$ cat config.mk
export PLATFORM = sky130hd
export DESIGN_NAME = scalar_kalman_filter
export DESIGN_NICKNAME = d
export VERILOG_FILES = /design/src/design/skf_pkg.sv /design/src/design/scalar_kalman_filter.sv /design/src/design/skf_ctrl.sv /design/src/design/skf_dp.sv
export VERILOG_INCLUDE_DIRS = /design/src /design/src/design
export SDC_FILE = /design/constraint.sdc
export NUM_CORES = 2
export LEC_CHECK = 0
export BUFFER_PORTS_ARGS = -buffer_cell sky130_fd_sc_hd__buf_2
export CAP_MARGIN = 20
export CORE_MARGIN = 5
export CORE_UTILIZATION = 65
export CTS_CLUSTER_DIAMETER = 80
export DETAILED_ROUTE_END_ITERATION = 16
export PLACE_DENSITY = 0.78
export SYNTH_ARGS = -nofsm -noshare
export SYNTH_HDL_FRONTEND = slang
export SYNTH_SLANG_ARGS = --single-unit
export TNS_END_PERCENT = 10
$ cat constraint.sdc
create_clock -name i_clk -period 11.8 [get_ports i_clk]
set_input_delay 1.77 -clock i_clk [delete_from_list [all_inputs] [get_ports i_clk]]
set_output_delay 1.77 -clock i_clk [all_outputs]
set_load 0.01 [all_outputs]
$ cat src/design/assert_macros.svh
// Assertion macros shared by the RTL files of the scalar Kalman filter.
// No dependencies; included by bare file name where assertions are written.
`ifndef ASSERT_MACROS_SVH
`define ASSERT_MACROS_SVH

`ifndef SYNTHESIS

// Checked property, switched off while reset is applied.
`define ASSERT_RST(lbl, clk, rst_n, prop, msg) \
    lbl: assert property (@(posedge clk) disable iff (!rst_n) prop) else $error(msg);

// Checked property that also holds during reset.
`define ASSERT_ALWAYS(lbl, clk, prop, msg) \
    lbl: assert property (@(posedge clk) prop) else $error(msg);

`else

`define ASSERT_RST(lbl, clk, rst_n, prop, msg)
`define ASSERT_ALWAYS(lbl, clk, prop, msg)

`endif

`endif

$ cat src/design/skf_pkg.sv
// Shared types and constants of the scalar Kalman filter.
// No dependencies; used by skf_ctrl, skf_dp and scalar_kalman_filter.
package skf_pkg;

    // Fixed-point widths of the item fields and the state.
    localparam int DataW  = 32;
    localparam int GainW  = 16;
    localparam int FracW  = 16;

    // The gain quotient carries one bit above the Q0.16 range.
    localparam int DivSteps = GainW + 1;
    localparam int CntW     = $clog2(DivSteps);

    // Configuration port.
    localparam int CfgIdxW = 4;
    localparam logic [CfgIdxW-1:0] CFG_MEAS_NOISE = CfgIdxW'(0);
    localparam logic [CfgIdxW-1:0] CFG_PROC_NOISE = CfgIdxW'(1);

    // Register reset values.
    localparam logic [DataW-1:0] MEAS_NOISE_RST = 32'd65536;
    localparam logic [DataW-1:0] PROC_NOISE_RST = 32'd655;

    // Commands from the controller to the datapath.
    typedef struct packed {
        logic load_in;
        logic pred;
        logic div_step;
        logic mul_err;
        logic upd_est;
        logic mul_cov;
        logic upd_cov;
        logic load_out;
    } t_dp_cmd;

    // Status from the datapath to the controller.
    typedef struct packed {
        logic out_free;
    } t_dp_status;

endpackage

$ cat src/design/scalar_kalman_filter.sv
// Scalar Kalman filter top level: one item at a time; the input opens again only
// once the result has gone into the output register. Each item passes prediction,
// the 17-step restoring gain divider and four more steps with the shared multiplier.
// Synchronous active-low reset gives estimate 0, covariance 0, R = 1.0, Q = 655.
// Contains skf_ctrl and skf_dp; uses skf_pkg and assert_macros.svh.
`include "assert_macros.svh"

module scalar_kalman_filter (
    input  logic                              i_clk,
    input  logic                              i_rst_n,
    input  logic                              i_in_valid,
    output logic                              o_in_ready,
    input  logic signed [skf_pkg::DataW-1:0]  i_measurement,
    output logic                              o_out_valid,
    input  logic                              i_out_ready,
    output logic signed [skf_pkg::DataW-1:0]  o_estimate,
    input  logic                              i_cfg_valid,
    output logic                              o_cfg_ready,
    input  logic [skf_pkg::CfgIdxW-1:0]       i_cfg_index,
    input  logic [skf_pkg::DataW-1:0]         i_cfg_data
);

    skf_pkg::t_dp_cmd     w_cmd;
    skf_pkg::t_dp_status  w_status;

    // Sequencer.
    skf_ctrl u_ctrl (
        .i_clk      (i_clk),
        .i_rst_n    (i_rst_n),
        .i_in_valid (i_in_valid),
        .o_in_ready (o_in_ready),
        .i_status   (w_status),
        .o_cmd      (w_cmd)
    );

    // Arithmetic and storage.
    skf_dp u_dp (
        .i_clk         (i_clk),
        .i_rst_n       (i_rst_n),
        .i_cmd         (w_cmd),
        .o_status      (w_status),
        .i_measurement (i_measurement),
        .i_cfg_valid   (i_cfg_valid),
        .i_cfg_index   (i_cfg_index),
        .i_cfg_data    (i_cfg_data),
        .o_out_valid   (o_out_valid),
        .i_out_ready   (i_out_ready),
        .o_estimate    (o_estimate)
    );

    // Configuration writes are always taken.
    assign o_cfg_ready = 1'b1;

    // An accepted item keeps the input closed while it is worked on.
    `ASSERT_RST(a_busy_after_accept, i_clk, i_rst_n, (i_in_valid && o_in_ready) |=> !o_in_ready, "input still ready after an item was accepted")
    // The controller only fills the output register when it has room.
    `ASSERT_RST(a_load_needs_room, i_clk, i_rst_n, w_cmd.load_out |-> w_status.out_free, "output register overwritten")
    // Reset empties the output register.
    `ASSERT_ALWAYS(a_reset_clears_out, i_clk, !i_rst_n |=> !o_out_valid, "result valid after reset")

endmodule

$ cat src/design/skf_ctrl.sv
// Sequencer of the scalar Kalman filter: steps one item through prediction,
// gain division, both corrections and hand-off. Depends on skf_pkg.
module skf_ctrl (
    input  logic                 i_clk,
    input  logic                 i_rst_n,
    input  logic                 i_in_valid,
    output logic                 o_in_ready,
    input  skf_pkg::t_dp_status  i_status,
    output skf_pkg::t_dp_cmd     o_cmd
);

    typedef enum logic [2:0] {
        S_IDLE,
        S_PRED,
        S_DIV,
        S_MULX,
        S_UPDX,
        S_MULP,
        S_UPDP,
        S_FIN
    } t_state;

    t_state                      r_state;
    logic [skf_pkg::CntW-1:0]    r_cnt;

    // State and division step counter.
    always_ff @(posedge i_clk) begin
        if (!i_rst_n) begin
            r_state <= S_IDLE;
            r_cnt   <= '0;
        end else begin
            unique case (r_state)
                S_IDLE: begin
                    if (i_in_valid) begin
                        r_state <= S_PRED;
                    end
                end
                S_PRED: begin
                    r_cnt   <= '0;
                    r_state <= S_DIV;
                end
                S_DIV: begin
                    if (r_cnt == skf_pkg::CntW'(skf_pkg::DivSteps - 1)) begin
                        r_state <= S_MULX;
                    end else begin
                        r_cnt <= r_cnt + 1'b1;
                    end
                end
                S_MULX: r_state <= S_UPDX;
                S_UPDX: r_state <= S_MULP;
                S_MULP: r_state <= S_UPDP;
                S_UPDP: r_state <= S_FIN;
                S_FIN: begin
                    if (i_status.out_free) begin
                        r_state <= S_IDLE;
                    end
                end
                default: r_state <= S_IDLE;
            endcase
        end
    end

    // Commands decoded from the state.
    always_comb begin
        o_cmd          = '0;
        o_cmd.load_in  = (r_state == S_IDLE) && i_in_valid;
        o_cmd.pred     = (r_state == S_PRED);
        o_cmd.div_step = (r_state == S_DIV);
        o_cmd.mul_err  = (r_state == S_MULX);
        o_cmd.upd_est  = (r_state == S_UPDX);
        o_cmd.mul_cov  = (r_state == S_MULP);
        o_cmd.upd_cov  = (r_state == S_UPDP);
        o_cmd.load_out = (r_state == S_FIN) && i_status.out_free;
    end

    assign o_in_ready = (r_state == S_IDLE);

endmodule

$ cat src/design/skf_dp.sv
// Datapath of the scalar Kalman filter: configuration registers, filter state,
// restoring gain divider, shared multiplier and output register. Uses skf_pkg.
module skf_dp (
    input  logic                              i_clk,
    input  logic                              i_rst_n,
    input  skf_pkg::t_dp_cmd                  i_cmd,
    output skf_pkg::t_dp_status               o_status,
    input  logic signed [skf_pkg::DataW-1:0]  i_measurement,
    input  logic                              i_cfg_valid,
    input  logic [skf_pkg::CfgIdxW-1:0]       i_cfg_index,
    input  logic [skf_pkg::DataW-1:0]         i_cfg_data,
    output logic                              o_out_valid,
    input  logic                              i_out_ready,
    output logic signed [skf_pkg::DataW-1:0]  o_estimate
);

    localparam int W  = skf_pkg::DataW;
    localparam int GW = skf_pkg::GainW;
    localparam int FW = skf_pkg::FracW;
    localparam int MulAW = GW + 2;
    localparam int MulBW = W + 2;
    localparam int ProdW = MulAW + MulBW;
    localparam int SumW  = W + 4;

    // Configuration and filter state.
    logic [W-1:0]           r_meas_noise;
    logic [W-1:0]           r_proc_noise;
    logic signed [W-1:0]    r_est;
    logic [W-1:0]           r_cov;

    // Working registers of one item.
    logic signed [W-1:0]    r_meas;
    logic [W-1:0]           r_p1;
    logic [W:0]             r_den;
    logic                   r_den_zero;
    logic [W+1:0]           r_rem;
    logic [GW:0]            r_quo;
    logic signed [W:0]      r_err;
    logic signed [ProdW-1:0] r_prod;

    // Output register.
    logic                   r_out_valid;
    logic signed [W-1:0]    r_out_est;

    logic [W:0]             w_p_sum;
    logic [W-1:0]           w_p1;
    logic [W:0]             w_den;
    logic                   w_ge;
    logic [W+1:0]           w_rem_sub;
    logic [GW-1:0]          w_gain;
    logic [GW:0]            w_one_minus;
    logic signed [MulAW-1:0] w_mul_a;
    logic signed [MulBW-1:0] w_mul_b;
    logic signed [ProdW-1:0] w_mul_p;
    logic signed [ProdW-1:0] w_round;
    logic signed [SumW-1:0]  w_delta;
    logic signed [SumW-1:0]  w_xsum;
    logic signed [W-1:0]     w_xnew;
    logic [W:0]              w_pnew;

    // Prediction: saturating covariance growth and the gain denominator.
    assign w_p_sum = {1'b0, r_cov} + {1'b0, r_proc_noise};
    assign w_p1    = w_p_sum[W] ? {W{1'b1}} : w_p_sum[W-1:0];
    assign w_den   = {1'b0, w_p1} + {1'b0, r_meas_noise};

    // One restoring division step: compare, subtract, record a quotient bit.
    assign w_ge      = (r_rem >= {1'b0, r_den});
    assign w_rem_sub = r_rem - {1'b0, r_den};

    // Gain in Q0.16; a quotient of exactly one saturates, a zero divisor gives 0.
    assign w_gain = r_den_zero ? '0 :
                    r_quo[GW] ? {GW{1'b1}} : r_quo[GW-1:0];
    assign w_one_minus = {1'b1, {GW{1'b0}}} - {1'b0, w_gain};

    // Shared multiplier: gain times error, then (1 - gain) times covariance.
    always_comb begin
        if (i_cmd.mul_cov) begin
            w_mul_a = $signed({1'b0, w_one_minus});
            w_mul_b = $signed({2'b00, r_p1});
        end else begin
            w_mul_a = $signed({2'b00, w_gain});
            w_mul_b = $signed({r_err[W], r_err});
        end
    end
    assign w_mul_p = w_mul_a * w_mul_b;

    // Rounding half up, then the estimate update with a clamp.
    assign w_round = r_prod + ProdW'(32768);
    assign w_delta = SumW'(w_round >>> FW);
    assign w_xsum  = SumW'(r_est) + w_delta;
    always_comb begin
        if (w_xsum > SumW'(32'sh7FFF_FFFF)) begin
            w_xnew = {1'b0, {(W-1){1'b1}}};
        end else if (w_xsum < -(SumW'(33'sh0_8000_0000))) begin
            w_xnew = {1'b1, {(W-1){1'b0}}};
        end else begin
            w_xnew = w_xsum[W-1:0];
        end
    end
    assign w_pnew = w_round[FW+W:FW];

    // Configuration registers, taken from the write port.
    always_ff @(posedge i_clk) begin
        if (!i_rst_n) begin
            r_meas_noise <= skf_pkg::MEAS_NOISE_RST;
            r_proc_noise <= skf_pkg::PROC_NOISE_RST;
        end else if (i_cfg_valid) begin
            if (i_cfg_index == skf_pkg::CFG_MEAS_NOISE) begin
                r_meas_noise <= i_cfg_data;
            end else if (i_cfg_index == skf_pkg::CFG_PROC_NOISE) begin
                r_proc_noise <= i_cfg_data;
            end
        end
    end

    // Filter state, updated once per item.
    always_ff @(posedge i_clk) begin
        if (!i_rst_n) begin
            r_est <= '0;
            r_cov <= '0;
        end else begin
            if (i_cmd.upd_est) begin
                r_est <= w_xnew;
            end
            if (i_cmd.upd_cov) begin
                r_cov <= w_pnew[W] ? {W{1'b1}} : w_pnew[W-1:0];
            end
        end
    end

    // Working registers of the item in flight.
    always_ff @(posedge i_clk) begin
        if (i_cmd.load_in) begin
            r_meas <= i_measurement;
        end
        if (i_cmd.pred) begin
            r_p1       <= w_p1;
            r_den      <= w_den;
            r_den_zero <= (w_den == '0);
            r_rem      <= {2'b00, w_p1};
            r_quo      <= '0;
            r_err      <= $signed({r_meas[W-1], r_meas}) - $signed({r_est[W-1], r_est});
        end
        if (i_cmd.div_step) begin
            if (w_ge) begin
                r_rem <= {w_rem_sub[W:0], 1'b0};
                r_quo <= {r_quo[GW-1:0], 1'b1};
            end else begin
                r_rem <= {r_rem[W:0], 1'b0};
                r_quo <= {r_quo[GW-1:0], 1'b0};
            end
        end
        if (i_cmd.mul_err || i_cmd.mul_cov) begin
            r_prod <= w_mul_p;
        end
    end

    // Output register: holds a finished item until it is taken.
    always_ff @(posedge i_clk) begin
        if (!i_rst_n) begin
            r_out_valid <= 1'b0;
        end else if (i_cmd.load_out) begin
            r_out_valid <= 1'b1;
        end else if (i_out_ready) begin
            r_out_valid <= 1'b0;
        end
    end

    always_ff @(posedge i_clk) begin
        if (i_cmd.load_out) begin
            r_out_est <= r_est;
        end
    end

    assign o_status.out_free = !r_out_valid || i_out_ready;
    assign o_out_valid       = r_out_valid;
    assign o_estimate        = r_out_est;

endmodule
==> results by group <==
Worst setup path
  – Crit path arrival time: 10.57 ns
  – CP Capture Type: flop
  – R2R depth: 30
  – CP Class: reg2reg
  – CP dominant cell by count: fa_1
  – CP max FO: 23
  – Max incr delay on CP: 0.92 ns
  – Worst Setup Start Kind: flop
  – Slowest CP cell: o311ai_1
  – Worst Path Required: 12.11 ns

GRT
  – Antenna violations before repair: 4
  – First-pass GRT wire length: 191000 um
  – Total congestion overflow: 0
  – Total track usage: 34.6%
  – Largest net degree at the start of global routing: 109
  – Vias in the first global route: 33700

Synth
  – Seq/Total Area, Yosys: 24.2%
  – Mean Syn Cell Area: 8.97 um^2
  – EDFF count, synth: 251
  – Yosys warnings: 0
  – Post-Syn Instances: about 4700
  – #FFs+latches synth: 388
  – Synthesized cell area: about 42000 um^2
  – Synth cell types: 96
  – Synth async-reset ratio: 0%
  – Synth Flop Type: edfxtp_1

Floorplanning
  – Die Span Y: 265 um
  – Die width: 265 um
  – # IOs: between 100 and 150
  – Total die area: 70500 um^2
  – Initial core utilization: approximately two thirds
  – Core Box Area: approximately 65000 um^2
  – Cell row count: 93

Clock tree
  – # hold bufs at CTS: 0
  – Clock latency on the worst-skew pair: 0.59 ns
  – Root Driver: clkbuf_16
  – Clock Tree Buf Depth: 3
  – Clock sinks: 388
  – H-tree levels: 2
  – Postcts setup bufs: 0
  – Post-CTS Resized: 0
  – CTS tree: built
  – Inserted Clock Buffers: 45
  – Clock transition at path regs: 0.06 ns

STA
  – Final setup violating endpoints: 0
  – Clock Skews: 0.0263 ns
  – Max frequency: approximately 100 MHz
  – Final Hold Violating Endpoints: 0
  – Final Max Slew Viols: 0
  – Min Tclk post-route: 10.26 ns
  – RSZ-0062 raised after global routing: no
  – Setup_tns: 0 ns
  – Slew of the pin with the lowest slew margin: around 1.2 ns
  – Period utilization: 86.9%
  – Slew margin rel.: 17.7%

Route
  – DR vias: 34300
  – Initial drt markers: around 3300
  – Post-route DRC: 0
  – Router iterations before antenna repair: 6
  – DRT antenna net count: 0
  – Drt total wl: 122000 um
  – Drt wl/cell: ~22 um
  – Via-per-instance ratio: between 6 and 7

Finish
  – Non-Filler Instances: 5645
  – Commonest non-fill, non-tap cell in the layout: inv_1
  – Most frequent cells in the layout: 793 x inv_1, 759 x nand2_1, 543 x fa_1
  – Post-layout util: 70.5%
  – Layout cells sized above 1: 6.24%
  – Area delta synth->final: 7.31%
  – Nets@finish: 5654

Job
  – Max Cap Violations: 0

Worst hold path
  – Tightest Hold Check Type: reg2reg
  – Hold Crit Depth: 2

Placement
  – Dpl hpwl: 97000 um
  – Dpl cells: between 5000 and 6000
  – GP Congestion: between 0.9 and 1
  – IO Port Bufs: 106

Outcome
  – Status: finished clean
area by class of cell:
class	count	area (um^2)
inverters	794	2980
clock inverters	14	189
flip-flops and latches	388	10300
multi-input cells	3364	28600
clock buffers	69	1380
diodes	2	5.00
well taps	855	1070
repair buffers	159	983
fillers	5072	19100
per-layer routing:
| metal | share of wire [%] | track usage [%] | up-vias | wire, um |
|---|---|---|---|---|
| li1 | - | - | 15400 | - |
| met1 | 38 | 46.4 | 16800 | 46800 |
| met2 | 45 | 54.8 | 1711 | 55300 |
| met3 | 10 | 7.17 | 407 | 12400 |
| met4 | 6.0 | 15.9 | 4 | 7320 |
| met5 | 0.019 | 0 | - | 23 |
synth_stat cells (45+ instances only):
| cell type | count | area (um^2) |
|---|---|---|
| a21boi_0 | 60 | 450 |
| a21o_1 | 75 | 563 |
| a21oi_1 | 207 | 1040 |
| a31oi_1 | 68 | 425 |
| and2_1 | 54 | 338 |
| clkbuf_1 | 163 | 612 |
| dfxtp_1 | 137 | 2740 |
| edfxtp_1 | 251 | 7540 |
| fa_1 | 543 | 10900 |
| ha_1 | 286 | 3580 |
| inv_1 | 794 | 2980 |
| nand2_1 | 759 | 2850 |
| nand3_1 | 63 | 315 |
| nor2_1 | 332 | 1250 |
| nor3_1 | 45 | 225 |
| o21ai_0 | 156 | 781 |
| xnor2_1 | 134 | 1170 |
| xor2_1 | 85 | 744 |
logic make-up (layout without fill, tap and decap cells):
group,after synthesis,in the layout,synth area share [%]
xor+xnor,221,221,4.60
fa+ha+maj,829,829,34.1
flops,388,388,24.2
simple gates,1457,1457,15.0
other cells,2,5,0.0177
mux,36,36,0.853
compound gates,818,818,12.5
buf+inv,977,1036,8.72
critical path: cells and delay by family (launching register included):
kind,cells,cell delay (ns)
and+or+nand+nor,4,0.82
buffers and inverters,4,0.48
xor gates and xnor gates,1,0.10
AOI/OAI and AO/OA,13,4.13
DFF,1,0.62
adders and majority gates,8,3.79
worst paths after layout:
path | start | to | slack [ns]
setup / recovery | u_dp.r_den_zero$_DFFE_PP_ | u_dp.r_prod[51]$_DFFE_PP_ | 1.54
setup reg to reg | u_dp.r_den_zero$_DFFE_PP_ | u_dp.r_prod[51]$_DFFE_PP_ | 1.54
hold reg to reg | u_dp.r_proc_noise[10]$_SDFFE_PN0P_ | u_dp.r_proc_noise[10]$_SDFFE_PN0P_ | 0.47
hold / removal | u_dp.r_proc_noise[10]$_SDFFE_PN0P_ | u_dp.r_proc_noise[10]$_SDFFE_PN0P_ | 0.47
stage by stage:
step / cell area [um^2] / hold slack, ns / worst slack [ns]
2_1_floorplan: 42400 / 0.445 / 2.98
5_1_grt: 45500 / 0.488 / 0.876
3_3_place_gp: 43900 / 0.460 / 1.97
4_1_cts: 45400 / 0.473 / 1.72
3_5_place_dp: 43900 / 0.464 / 1.72
6_report: 45500 / 0.472 / 1.54
state kept, by name (all words and copies together) (netlist names), 32 cells and up:
signal and cells:
u_dp.r_meas 32, u_dp.r_meas_noise 32, u_dp.o_estimate 32, u_dp.r_den 33, u_dp.r_est 32, u_dp.r_rem 34
u_dp.r_err 33, u_dp.r_p1 32, u_dp.r_proc_noise 32, u_dp.r_prod 37, u_dp.r_cov 32
Power is left out: the tool's default activity adds up to more than one toggle a clock period on the data nets, which glitch-free logic cannot reach.
